--- src/tlc_pkg.sv ---
// ----------------------------------------------------------------------------
// tlc_pkg
// Shared types and constants of the toggle light controller.
// ----------------------------------------------------------------------------
package tlc_pkg;

  localparam int LIGHT_W  = 6;
  localparam int SWITCH_W = 6;
  localparam int DIGIT_W  = 4;
  localparam int BYTE_W   = 8;
  localparam int CFG_IDX_W = 2;
  localparam int FRAME_MAX = 5;

  localparam logic [CFG_IDX_W-1:0] REG_VERSION    = 2'd0;
  localparam logic [CFG_IDX_W-1:0] REG_BOARD_TYPE = 2'd1;
  localparam logic [CFG_IDX_W-1:0] REG_BOARD_ID   = 2'd2;

  localparam logic [BYTE_W-1:0] CHR_HASH = 8'd35;
  localparam logic [BYTE_W-1:0] CHR_ZERO = 8'd48;
  localparam logic [BYTE_W-1:0] CHR_ONE  = 8'd49;

  localparam logic [BYTE_W-1:0] OPC_OFF      = 8'd48;
  localparam logic [BYTE_W-1:0] OPC_ON       = 8'd49;
  localparam logic [BYTE_W-1:0] OPC_STATUS   = 8'd50;
  localparam logic [BYTE_W-1:0] OPC_VERSION  = 8'd51;
  localparam logic [BYTE_W-1:0] OPC_TYPE     = 8'd52;
  localparam logic [BYTE_W-1:0] OPC_ID       = 8'd53;
  localparam logic [BYTE_W-1:0] OPC_CHANNELS = 8'd55;

  localparam logic [0:0] OP_SWITCH = 1'b0;
  localparam logic [0:0] OP_RX     = 1'b1;

  typedef enum logic [1:0] {
    CMD_NONE,
    CMD_STATUS,
    CMD_NUMBER
  } cmd_kind_t;

  typedef struct packed {
    cmd_kind_t          kind;
    logic [DIGIT_W-1:0] value;
  } cmd_t;

endpackage

--- src/tlc_front.sv ---
// ----------------------------------------------------------------------------
// tlc_front
// Accepts switch samples and serial bytes, keeps light and frame state and
// classifies each transaction into a reply command with a light snapshot.
// ----------------------------------------------------------------------------
module tlc_front import tlc_pkg::*; #(
  parameter int CHANNELS = 6
) (
  input  logic                 clk,
  input  logic                 rst_n,
  input  logic                 in_acc,
  input  logic [0:0]           in_op,
  input  logic [SWITCH_W-1:0]  in_switch_levels,
  input  logic [BYTE_W-1:0]    in_rx_byte,
  input  logic                 cfg_we,
  input  logic [CFG_IDX_W-1:0] cfg_index,
  input  logic [DIGIT_W-1:0]   cfg_wdata,
  output cmd_t                 cmd,
  output logic [CHANNELS-1:0]  cmd_lights
);

  localparam int LW = (CHANNELS > SWITCH_W) ? CHANNELS : SWITCH_W;

  logic [CHANNELS-1:0] light_r, light_nxt;
  logic [CHANNELS-1:0] pressed_r, pressed_nxt;
  logic [2:0]          count_r, count_nxt;
  logic [BYTE_W-1:0]   opcode_r, opcode_nxt;
  logic [BYTE_W-1:0]   channel_r, channel_nxt;
  logic [DIGIT_W-1:0]  version_r, board_type_r, board_id_r;

  logic [LW-1:0]       sw_ext;
  logic [CHANNELS-1:0] levels;
  logic [BYTE_W-1:0]   chan_off;
  logic                frame_ok;
  logic [CHANNELS-1:0] chan_bit;

  always_comb begin
    sw_ext   = LW'(in_switch_levels);
    levels   = sw_ext[CHANNELS-1:0];
    chan_off = channel_r - CHR_ZERO;
    chan_bit = CHANNELS'(1) << chan_off;
    frame_ok = (count_r >= 3'd2) && (channel_r >= CHR_ZERO) &&
               (chan_off < BYTE_W'(CHANNELS));
  end

  always_comb begin
    light_nxt   = light_r;
    pressed_nxt = pressed_r;
    count_nxt   = count_r;
    opcode_nxt  = opcode_r;
    channel_nxt = channel_r;
    cmd.kind    = CMD_NONE;
    cmd.value   = '0;
    if (in_acc) begin
      if (in_op == OP_SWITCH) begin
        light_nxt   = light_r ^ (levels & ~pressed_r);
        pressed_nxt = levels;
      end else if (in_rx_byte == CHR_HASH) begin
        count_nxt = '0;
        if (frame_ok) begin
          unique case (opcode_r)
            OPC_OFF: begin
              light_nxt = light_r & ~chan_bit;
              cmd.kind  = CMD_STATUS;
            end
            OPC_ON: begin
              light_nxt = light_r | chan_bit;
              cmd.kind  = CMD_STATUS;
            end
            OPC_STATUS: cmd.kind = CMD_STATUS;
            OPC_VERSION: begin
              cmd.kind  = CMD_NUMBER;
              cmd.value = version_r;
            end
            OPC_TYPE: begin
              cmd.kind  = CMD_NUMBER;
              cmd.value = board_type_r;
            end
            OPC_ID: begin
              cmd.kind  = CMD_NUMBER;
              cmd.value = board_id_r;
            end
            OPC_CHANNELS: begin
              cmd.kind  = CMD_NUMBER;
              cmd.value = DIGIT_W'(CHANNELS);
            end
            default: cmd.kind = CMD_NONE;
          endcase
        end
      end else if (count_r < 3'(FRAME_MAX)) begin
        if (count_r == 3'd0) begin
          opcode_nxt = in_rx_byte;
        end
        if (count_r == 3'd1) begin
          channel_nxt = in_rx_byte;
        end
        count_nxt = count_r + 3'd1;
      end
    end
    cmd_lights = light_nxt;
  end

  always_ff @(posedge clk) begin
    if (!rst_n) begin
      light_r      <= '0;
      pressed_r    <= '0;
      count_r      <= '0;
      opcode_r     <= '0;
      channel_r    <= '0;
      version_r    <= DIGIT_W'(1);
      board_type_r <= DIGIT_W'(1);
      board_id_r   <= DIGIT_W'(1);
    end else begin
      light_r   <= light_nxt;
      pressed_r <= pressed_nxt;
      count_r   <= count_nxt;
      opcode_r  <= opcode_nxt;
      channel_r <= channel_nxt;
      if (cfg_we) begin
        unique case (cfg_index)
          REG_VERSION:    version_r    <= cfg_wdata;
          REG_BOARD_TYPE: board_type_r <= cfg_wdata;
          REG_BOARD_ID:   board_id_r   <= cfg_wdata;
          default: ;
        endcase
      end
    end
  end

endmodule

--- src/tlc_fifo.sv ---
// ----------------------------------------------------------------------------
// tlc_fifo
// Short command queue between the front and back parts.
// ----------------------------------------------------------------------------
module tlc_fifo #(
  parameter int WIDTH = 8,
  parameter int DEPTH = 4
) (
  input  logic             clk,
  input  logic             rst_n,
  input  logic             push,
  input  logic [WIDTH-1:0] wdata,
  output logic             full,
  input  logic             pop,
  output logic [WIDTH-1:0] rdata,
  output logic             empty
);

  localparam int AW = (DEPTH > 1) ? $clog2(DEPTH) : 1;

  logic [WIDTH-1:0] mem [DEPTH];
  logic [AW-1:0]    wr_ptr_r, rd_ptr_r;
  logic [AW:0]      count_r;
  logic             do_push, do_pop;

  assign full    = (count_r == (AW+1)'(DEPTH));
  assign empty   = (count_r == '0);
  assign do_push = push && !full;
  assign do_pop  = pop && !empty;
  assign rdata   = mem[rd_ptr_r];

  always_ff @(posedge clk) begin
    if (do_push) begin
      mem[wr_ptr_r] <= wdata;
    end
  end

  always_ff @(posedge clk) begin
    if (!rst_n) begin
      wr_ptr_r <= '0;
      rd_ptr_r <= '0;
      count_r  <= '0;
    end else begin
      if (do_push) begin
        wr_ptr_r <= (wr_ptr_r == AW'(DEPTH-1)) ? '0 : wr_ptr_r + AW'(1);
      end
      if (do_pop) begin
        rd_ptr_r <= (rd_ptr_r == AW'(DEPTH-1)) ? '0 : rd_ptr_r + AW'(1);
      end
      if (do_push && !do_pop) begin
        count_r <= count_r + (AW+1)'(1);
      end else if (do_pop && !do_push) begin
        count_r <= count_r - (AW+1)'(1);
      end
    end
  end

`ifndef ASSERT_OFF
  a_count_bound: assert property (@(posedge clk) disable iff (!rst_n)
    count_r <= (AW+1)'(DEPTH))
    else $error("queue count beyond depth");

  a_push_grows: assert property (@(posedge clk) disable iff (!rst_n)
    (do_push && !do_pop) |=> (count_r == $past(count_r) + (AW+1)'(1)))
    else $error("push did not grow queue");

  a_pop_shrinks: assert property (@(posedge clk) disable iff (!rst_n)
    (do_pop && !do_push) |=> (count_r == $past(count_r) - (AW+1)'(1)))
    else $error("pop did not shrink queue");
`endif

endmodule

--- src/tlc_back.sv ---
// ----------------------------------------------------------------------------
// tlc_back
// Expands queued commands into reply bytes and holds the result register.
// ----------------------------------------------------------------------------
module tlc_back import tlc_pkg::*; #(
  parameter int CHANNELS = 6
) (
  input  logic                clk,
  input  logic                rst_n,
  input  logic                q_empty,
  input  cmd_t                q_cmd,
  input  logic [CHANNELS-1:0] q_lights,
  output logic                q_pop,
  output logic                empty,
  input  logic                pop,
  output logic [LIGHT_W-1:0]  out_light_mask,
  output logic [BYTE_W-1:0]   out_tx_byte,
  output logic                out_tx_valid,
  output logic                out_last
);

  localparam int IW  = $clog2(CHANNELS * 4 + 1);
  localparam int LW  = (CHANNELS > LIGHT_W) ? CHANNELS : LIGHT_W;

  logic                cur_valid_r;
  cmd_t                cur_cmd_r;
  logic [CHANNELS-1:0] cur_lights_r;
  logic [IW-1:0]       idx_r;

  logic                out_valid_r;
  logic [LIGHT_W-1:0]  mask_r;
  logic [BYTE_W-1:0]   byte_r;
  logic                bvalid_r;
  logic                last_r;

  logic                out_free, emit, done;
  logic [BYTE_W-1:0]   gen_byte;
  logic                gen_valid, gen_last;
  logic                light_bit;
  logic [DIGIT_W-1:0]  low_digit;
  logic                two_digits;
  logic [LW-1:0]       lights_ext;

  always_comb begin
    light_bit  = |((cur_lights_r >> (idx_r >> 2)) & CHANNELS'(1));
    two_digits = (cur_cmd_r.value >= DIGIT_W'(10));
    low_digit  = two_digits ? cur_cmd_r.value - DIGIT_W'(10) : cur_cmd_r.value;
    gen_byte   = '0;
    gen_valid  = 1'b1;
    gen_last   = 1'b0;
    unique case (cur_cmd_r.kind)
      CMD_STATUS: begin
        if (idx_r == IW'(CHANNELS * 4)) begin
          gen_byte = CHR_HASH;
          gen_last = 1'b1;
        end else if (idx_r[1:0] == 2'd0) begin
          gen_byte = CHR_ZERO + BYTE_W'(light_bit);
        end else begin
          gen_byte = CHR_ZERO;
        end
      end
      CMD_NUMBER: begin
        if (two_digits && idx_r == '0) begin
          gen_byte = CHR_ONE;
        end else if (idx_r == IW'(two_digits)) begin
          gen_byte = CHR_ZERO + BYTE_W'(low_digit);
        end else begin
          gen_byte = CHR_HASH;
          gen_last = 1'b1;
        end
      end
      default: begin
        gen_valid = 1'b0;
        gen_last  = 1'b1;
      end
    endcase
  end

  assign out_free = !out_valid_r || pop;
  assign emit     = out_free && cur_valid_r;
  assign done     = emit && gen_last;
  assign q_pop    = !q_empty && (!cur_valid_r || done);

  always_ff @(posedge clk) begin
    if (!rst_n) begin
      cur_valid_r <= 1'b0;
      idx_r       <= '0;
    end else if (q_pop) begin
      cur_valid_r <= 1'b1;
      idx_r       <= '0;
    end else if (done) begin
      cur_valid_r <= 1'b0;
    end else if (emit) begin
      idx_r <= idx_r + IW'(1);
    end
  end

  always_ff @(posedge clk) begin
    if (q_pop) begin
      cur_cmd_r    <= q_cmd;
      cur_lights_r <= q_lights;
    end
  end

  always_ff @(posedge clk) begin
    if (!rst_n) begin
      out_valid_r <= 1'b0;
    end else if (out_free) begin
      out_valid_r <= cur_valid_r;
    end
  end

  assign lights_ext = LW'(cur_lights_r);

  always_ff @(posedge clk) begin
    if (emit) begin
      mask_r   <= lights_ext[LIGHT_W-1:0];
      byte_r   <= gen_byte;
      bvalid_r <= gen_valid;
      last_r   <= gen_last;
    end
  end

  assign empty          = !out_valid_r;
  assign out_light_mask = mask_r;
  assign out_tx_byte    = byte_r;
  assign out_tx_valid   = bvalid_r;
  assign out_last       = last_r;

endmodule

--- src/toggle_light_controller.sv ---
// ----------------------------------------------------------------------------
// toggle_light_controller
// Light controller driven by switch samples and serial command frames.
//
// Channel  | Handshake       | Payload
// input    | push / full     | in_op, in_switch_levels, in_rx_byte
// result   | empty / pop     | out_light_mask, out_tx_byte, out_tx_valid, out_last
// config   | cfg_we          | cfg_index, cfg_wdata
//
// One input transaction is taken per cycle while the command queue has room.
// Results leave one per cycle while the receiver pops; a status reply is CHANNELS*4+1
// result transactions, a number reply two or three, anything else one.
// The four-entry command queue parts the front from the reply sequencer.
// Reset is synchronous; it clears lights, frame state and queue, and sets the
// digit registers to one.
// ----------------------------------------------------------------------------
module toggle_light_controller import tlc_pkg::*; #(
  parameter int CHANNELS = 6
) (
  input  logic                 clk,
  input  logic                 rst_n,
  input  logic                 push,
  output logic                 full,
  input  logic [0:0]           in_op,
  input  logic [SWITCH_W-1:0]  in_switch_levels,
  input  logic [BYTE_W-1:0]    in_rx_byte,
  output logic                 empty,
  input  logic                 pop,
  output logic [LIGHT_W-1:0]   out_light_mask,
  output logic [BYTE_W-1:0]    out_tx_byte,
  output logic                 out_tx_valid,
  output logic                 out_last,
  input  logic                 cfg_we,
  input  logic [CFG_IDX_W-1:0] cfg_index,
  input  logic [DIGIT_W-1:0]   cfg_wdata
);

  localparam int QW = $bits(cmd_t) + CHANNELS;

  logic                in_acc;
  cmd_t                f_cmd, q_cmd;
  logic [CHANNELS-1:0] f_lights, q_lights;
  logic                q_empty, q_pop;

  assign in_acc = push && !full;

  tlc_front #(.CHANNELS(CHANNELS)) u_front (
    .clk              (clk),
    .rst_n            (rst_n),
    .in_acc           (in_acc),
    .in_op            (in_op),
    .in_switch_levels (in_switch_levels),
    .in_rx_byte       (in_rx_byte),
    .cfg_we           (cfg_we),
    .cfg_index        (cfg_index),
    .cfg_wdata        (cfg_wdata),
    .cmd              (f_cmd),
    .cmd_lights       (f_lights)
  );

  tlc_fifo #(.WIDTH(QW), .DEPTH(4)) u_queue (
    .clk   (clk),
    .rst_n (rst_n),
    .push  (in_acc),
    .wdata ({f_cmd, f_lights}),
    .full  (full),
    .pop   (q_pop),
    .rdata ({q_cmd, q_lights}),
    .empty (q_empty)
  );

  tlc_back #(.CHANNELS(CHANNELS)) u_back (
    .clk            (clk),
    .rst_n          (rst_n),
    .q_empty        (q_empty),
    .q_cmd          (q_cmd),
    .q_lights       (q_lights),
    .q_pop          (q_pop),
    .empty          (empty),
    .pop            (pop),
    .out_light_mask (out_light_mask),
    .out_tx_byte    (out_tx_byte),
    .out_tx_valid   (out_tx_valid),
    .out_last       (out_last)
  );

endmodule

--- config.mk ---
export PLATFORM = sky130hd
export DESIGN_NAME = toggle_light_controller
export DESIGN_NICKNAME = d
export VERILOG_FILES = /design/src/tlc_pkg.sv /design/src/tlc_front.sv /design/src/tlc_fifo.sv /design/src/tlc_back.sv /design/src/toggle_light_controller.sv
export SDC_FILE = /design/constraint.sdc
export NUM_CORES = 1
export LEC_CHECK = 0
export BUFFER_PORTS_ARGS = -buffer_cell sky130_fd_sc_hd__buf_2
export CAP_MARGIN = 20
export CORE_MARGIN = 3
export CORE_UTILIZATION = 29
export CTS_CLUSTER_SIZE = 20
export DETAILED_ROUTE_END_ITERATION = 8
export HOLD_SLACK_MARGIN = 0.02
export MAX_ROUTING_LAYER = met4
export PLACE_DENSITY_LB_ADDON = 0.12
export SYNTH_ARGS = -nofsm -noshare
export SYNTH_HDL_FRONTEND = slang
export SYNTH_SLANG_ARGS = --single-unit
--- constraint.sdc ---
create_clock -name clk -period 3.4 [get_ports clk]
set_input_delay 0.34 -clock clk [delete_from_list [all_inputs] [get_ports clk]]
set_output_delay 0.34 -clock clk [all_outputs]
set_load 0.005 [all_outputs]
Word-level counts from Yosys, hierarchy flattened
Memories as Yosys holds them, arrays and structs flattened. A register that Yosys moved wholly into a read port is not among the register bits.
Index checks and enable logic that the tools add are counted.
{"block": "word_totals", "regBits": 73, "ram_bits": 48, "in_bits": 26, "out_inout_bits": 18, "word_cells": 135, "memories": 1}
{"memory": "u_queue.mem", "words": 4, "width": 12, "read_ports": 1, "rd_ports_with_merged_regs": 1, "write_ports": 1, "line_no": "tlc_fifo.sv:21", "text": "logic [WIDTH-1:0] mem [DEPTH];"}
{"block": "classes", "addsub": 10, "magnitude_cmp": 5, "eq_ne": 18, "n_shift": 2, "n_mux": 32, "n_bitwise": 10, "reduce_logical": 39}
{"cell": "8-bit by 6-bit == test with 1-bit output, second input constant", "n": 8}
{"cell": "6-bit two-way mux", "n": 8}
{"cell": "8-bit two-way mux", "n": 4}
{"cell": "4-bit case mux with 4 select lines", "n": 1}
{"cell": "8-bit case mux with 2 select lines", "n": 1}
{"cell": "6-bit bitwise AND", "n": 2}
{"cell": "3-bit two-way mux", "n": 4}
{"cell": "6-bit inverter", "n": 2}
{"cell": "6-bit case mux with 2 select lines", "n": 1}
{"cell": "1-bit logical AND", "n": 11}
{"cell": "2-bit AND reduction", "n": 5}
{"cell": "5-bit AND reduction", "n": 2}
{"cell": "2-bit == test, second input constant", "n": 4}
{"cell": "8-bit by 6-bit >= comparator with 1-bit output, second input constant", "n": 1}
{"cell": "8-bit by 3-bit less-than comparator with 1-bit output, second input constant", "n": 1}
{"cell": "1-bit two-way mux", "n": 8}
{"cell": "1-bit by 8-bit << shifter with 6-bit output, first input constant", "n": 1}
{"cell": "8-bit by 6-bit subtractor with 8-bit output, second input constant", "n": 1}
{"cell": "6-bit by 1-bit adder with 7-bit output, first input constant", "n": 1}
{"cell": "6-bit by 4-bit adder with 7-bit output, first input constant", "n": 1}
{"cell": "3-bit by 1-bit adder with 3-bit output, second input constant", "n": 2}
{"cell": "1-bit zero test", "n": 6}
{"cell": "3-bit zero test", "n": 2}
{"cell": "6-bit bitwise OR", "n": 1}
{"cell": "other kinds (27)", "n": 38}

Depth between registers and ports, before layout
{"block": "depth", "depth_word": 12, "depth_mapped": 14, "ltp_nobuf": 13}

By module
A second synthesis with hierarchy kept.
{"block": "unflattened", "hier_cells": 506, "hier_area_um2": 6008.3}
{"module": "tlc_front", "n_inst": 1, "cells_per_inst": 275, "area_per_inst_um2": 2288.4, "seq_area_each_um2": 860.8}
{"module": "tlc_fifo", "n_inst": 1, "cells_per_inst": 113, "area_per_inst_um2": 2237.1, "seq_area_each_um2": 1621.6}
{"module": "tlc_back", "n_inst": 1, "cells_per_inst": 117, "area_per_inst_um2": 1468.9, "seq_area_each_um2": 890.9}
{"module": "toggle_light_controller", "n_inst": 1, "cells_per_inst": 1, "area_per_inst_um2": 13.8, "seq_area_each_um2": 0.0}

Worst setup path before layout
No wires, ideal clock.
{"block": "synth_path", "kind": "register to register", "startpoint": "reg u_back.idx_r[0]", "endpoint": "reg u_queue.count_r[2]", "setup_ns": 0.070, "arrival_time_ns": 3.250, "t_required_ns": 3.330, "setup_slack_ns": 0.079, "stages_incl_launch_ff": 15, "path_buffers": 1, "synth_period_minus_slack_ns": 3.321, "path_cell_list": "dfxtp_1 > clkbuf_1 > inv_1 > ha_1 > and4b_1 > a221oi_4 > o21a_4 > o21ai_1 > inv_1 > ha_1 > inv_1 > fa_1 > xor2_1 > or3_1 > a21oi_1"}
{"block": "synth_via", "elab_chain_len": 11, "word_cells_on_any_way": 17, "cone_classes": "2 x eq/ne; 5 x mux; 10 x reduce/logical"}
{"item": "from (decl)", "line_no": "tlc_back.sv:28", "text": "logic [IW-1:0] idx_r;"}
{"item": "from (signal assigned)", "line_no": "tlc_back.sv:94", "text": "idx_r <= idx_r + IW'(1);"}
{"item": "5-bit by 1-bit == test with 1-bit output or 5-bit zero test (tied branches)", "line_no": "tlc_back.sv:65, tlc_back.sv:63"}
{"item": "1-bit two-way mux or 1-bit logical AND (tied branches)", "line_no": "tlc_back.sv:65, tlc_back.sv:63"}
{"item": "1-bit two-way mux", "line_no": "tlc_back.sv:63", "text": "if (two_digits && idx_r == '0) begin"}
{"item": "1-bit case mux with 2 select lines (*)", "line_no": "tlc_back.sv:51", "text": "unique case (cur_cmd_r.kind)"}
{"item": "1-bit logical AND (*)", "line_no": "tlc_back.sv:81", "text": "assign done = emit && gen_last;"}
{"item": "1-bit logical OR (*)", "line_no": "tlc_back.sv:82", "text": "assign q_pop = !q_empty && (!cur_valid_r || done);"}
{"item": "1-bit logical AND (*)", "line_no": "tlc_back.sv:82"}
{"item": "net q_pop", "line_no": "toggle_light_controller.sv:43", "text": "logic q_empty, q_pop;"}
{"item": "1-bit logical AND (*)", "line_no": "tlc_fifo.sv:29", "text": "assign do_pop = pop && !empty;"}
{"item": "1-bit zero test", "line_no": "tlc_fifo.sv:50", "text": "if (do_push && !do_pop) begin"}
{"item": "1-bit logical AND", "line_no": "tlc_fifo.sv:50"}
{"item": "3-bit two-way mux or 2-bit nonzero test (tied branches)"}
{"item": "to (signal assigned)", "line_no": "tlc_fifo.sv:51", "text": "count_r <= count_r + (AW+1)'(1);"}
{"item": "to (signal assigned)", "line_no": "tlc_fifo.sv:53", "text": "count_r <= count_r - (AW+1)'(1);"}
{"item": "to (decl)", "line_no": "tlc_fifo.sv:23", "text": "logic [AW:0] count_r;"}
Mark *: on every way through the listed nets, which the timed path passes. The rest lies on a longest branch.
A chain may end at the register's enable or synchronous reset.

Final worst setup path
Ends and elaborated chain as after synthesis.

==> impl_results.md <==
- Outcome: completed
- Seq/Total Area, Yosys: 0.570
- Setup CP Type: reg2reg
- Synth Flop Type: edfxtp_1
- Vias per cell: 4.79
- RSZ-0062 raised after global routing: false
- Die X: 148 µm
- EDFF count, synth: 73
- Power Dens Cells: 741 nW/µm²
- Setup TNS: 0 ns
- Ports: 44
- Clk Latency, worst-skew pair: 0.41 ns
- Seq pwr share: 0.441
- Die span in y: 148 µm
- First-pass iteration count of the detailed router: 4
- Overflow after GRT: 0
- Critical Path RT: 3.73 ns
- CTS resizes: 0
- CTS Root Cell: clkbuf_16
- Post-CTS setup buffer count: 0
- Max clock buf depth: 2
- Final setup viols: 0
- Worst Path Arrival: 3.48 ns
- Max-Cap Viols: 0
- #FFs+latches synth: 130
- Pleak: 2.49 nW
- Synth top area share: 0.375
- Port bufs: 41
- Synth Instances: 490
- CP max FO: 9
- Wire per inst: 15.5 µm
- Syn Area/Cell: 11.9 µm²
- Inserted Diodes: 0
- Combinational share of power: 0.238
- Synth unique cells: 66
- Startpoint types: flip-flop
- ANT nets after route: 0
- Antenna violations before repair: 0
- Standard-cell rows: 51
- Worst VDD drop: 369 µV
- Switching Fraction: 0.295
- Via count: 3891
- Hold Vio Cnt, Final: 0
- Crit path time final: 3.15 ns
- Synth area leaders: edfxtp_1, dfxtp_1, mux2i_1
- GR Util All Layers: 0.125
- Starting DRT DRC Count: 198
- Fmax: 0.317 GHz
- Starting Density: 0.297
- Hold Slack: 0.188 ns
- CTS tree: built
- Total CTS buffers: 17
- Largest area contributor in the netlist: edfxtp_1
- Net Switching: 1.50 mW
- H-tree levels: 4
- Relative slew slack: 0.373
- Post-route DRC: 0
- Synth-to-Final Area Change: 17.5%
- YS warnings: 0
- Worst slew pin tran: 0.940 ns
- Clock net sink count: 130
- Routed WL: 12600 µm
- Synthesized area: 5850 µm²
- Post-layout nets: 575
- Fraction of layout cells with a size suffix above 1: 0.188
- Die ar.: 21900 µm²
- Hold Buf Count CTS: 0
- Clock Skew: 0.00844 ns
- Final GP Congestion: 0.812
- Internal power: 3.59 mW
- Largest net degree at the start of global routing: 47
- Crit path capture type: flip-flop
- First-pass GRT wire length: 20700 µm
- Clock-pin slew on the worst setup and hold paths: 0.05 ns
- Hpwl dp: 8840 µm
- Final Slew Violations: 0
- CORE AREA: 19700 µm²
- Clock share of power: 0.321
- Vias in the first global route: 3974
- Share of flip-flops with an asynchronous set or reset: 0
- Hold Path Class: in2reg
- Final period util: 0.928
power by group through the flow:
stage                     combinational (mW)  clock (mW)  sequential, mW
after floorplan                        0.943           0            2.17
after global placement                  1.21           0            2.28
after detailed placement                1.23           0            2.28
after CTS                               1.24        1.68            2.25
after global routing                    1.37        1.76            2.29
final                                   1.21        1.63            2.24
cell type report:
cell class / count / area (µm²)
multi-input cells: 308 / 2310
repair buffers: 49 / 265
clock buffers: 24 / 462
fillers: 2013 / 12800
inverters: 28 / 105
clock inverters: 8 / 63.8
well taps: 265 / 332
flip-flops and latches: 130 / 3330
Yosys cell counts (5+ instances only):
cell	n
mux4_2	13
inv_1	26
nand2_1	27
clkbuf_1	13
o21ai_0	15
nor3_1	8
buf_1	5
nand3_1	9
a21oi_1	26
nor2_1	51
dfxtp_1	57
nand4_1	7
nor4_1	5
o211ai_1	5
nor2b_1	5
or3_1	6
ha_1	14
mux2i_1	38
edfxtp_1	73
nand2b_1	6
and3_1	5
state kept, by name, indices dropped and copies added, names as in the netlist, 2 cells and up:
register	count
u_back.cur_cmd_r	6
u_back.cur_lights_r	6
u_back.idx_r	5
u_back.out_light_mask	6
u_back.out_tx_byte	5
u_front.board_id_r	4
u_front.board_type_r	4
u_front.channel_r	8
u_front.count_r	3
u_front.light_r	6
u_front.opcode_r	8
u_front.pressed_r	6
u_front.version_r	4
u_queue.count_r	3
u_queue.mem	48
u_queue.rd_ptr_r	2
u_queue.wr_ptr_r	2
metrics by stage:
stage	total power, mW	area [µm²]	worst slack, ns	cells	utilization
3_3_place_gp	3.49	6340	0.372	780	0.323
5_1_grt	5.42	6870	0.0866	812	0.349
3_5_place_dp	3.51	6340	0.284	780	0.323
4_1_cts	5.17	6870	0.260	812	0.349
2_1_floorplan	3.12	5850	0.0792	491	-
6_report	5.09	6870	0.246	812	0.349
worst paths after layout:
kind / cells after the start / slack (ns) / to / startpoint
worst min register to register: 0 / 0.45 / u_back.out_light_mask[2]$_DFFE_PP_ / u_back.cur_lights_r[2]$_DFFE_PP_
worst max register to register: 13 / 0.25 / u_queue.count_r[2]$_SDFFE_PN0P_ / u_back.idx_r[0]$_SDFFE_PP0P_
worst min-delay path: 3 / 0.19 / u_front.pressed_r[0]$_SDFFE_PN0P_ / in_switch_levels[0]
worst max-delay path: 13 / 0.25 / u_queue.count_r[2]$_SDFFE_PN0P_ / u_back.idx_r[0]$_SDFFE_PP0P_
critical path, cell delays in order (launching register included):
cell and delay, ns:
dfxtp_1 0.48, inv_1 0.13, ha_1 0.28, and4b_1 0.28, a221oi_4 0.32, o21a_4 0.20, o21ai_1 0.09, inv_1 0.07
ha_1 0.17, inv_1 0.06, fa_1 0.37, xor2_1 0.18, or3_1 0.30, a21oi_1 0.14
cells in the final DEF (no fill, tap or decap), drive strengths merged, types with 16 or more instances in the layout:
| cell type | synthesis | final |
|---|---|---|
| buf | 12 | 49 |
| clkbuf | 13 | 24 |
| nand2 | 27 | 27 |
| nor2 | 51 | 51 |
| a21oi | 26 | 26 |
| mux2i | 38 | 38 |
| inv | 28 | 28 |
| dfxtp | 57 | 57 |
| edfxtp | 73 | 73 |
| o21ai | 16 | 16 |
cells by family after synthesis:
group                    after synthesis  share of synthesized area
other                                  1                   0.000642
buffers and inverters                 53                     0.0379
flip-flops                           130                      0.570
adder cells (fa/ha/maj)               15                     0.0334
multiplexers                          53                      0.119
AND/OR/NAND/NOR                      154                      0.139
AO/OA/AOI/OAI                         82                     0.0970
XOR/XNOR                               2                    0.00300
layer usage:
layer	wire (µm)	global-route usage
met1	5670	0.150
met3	427	0.0319
met4	237	0.0499
met5	0	-
met2	6250	0.202
No activity file was read; power rests on OpenSTA's default activity.
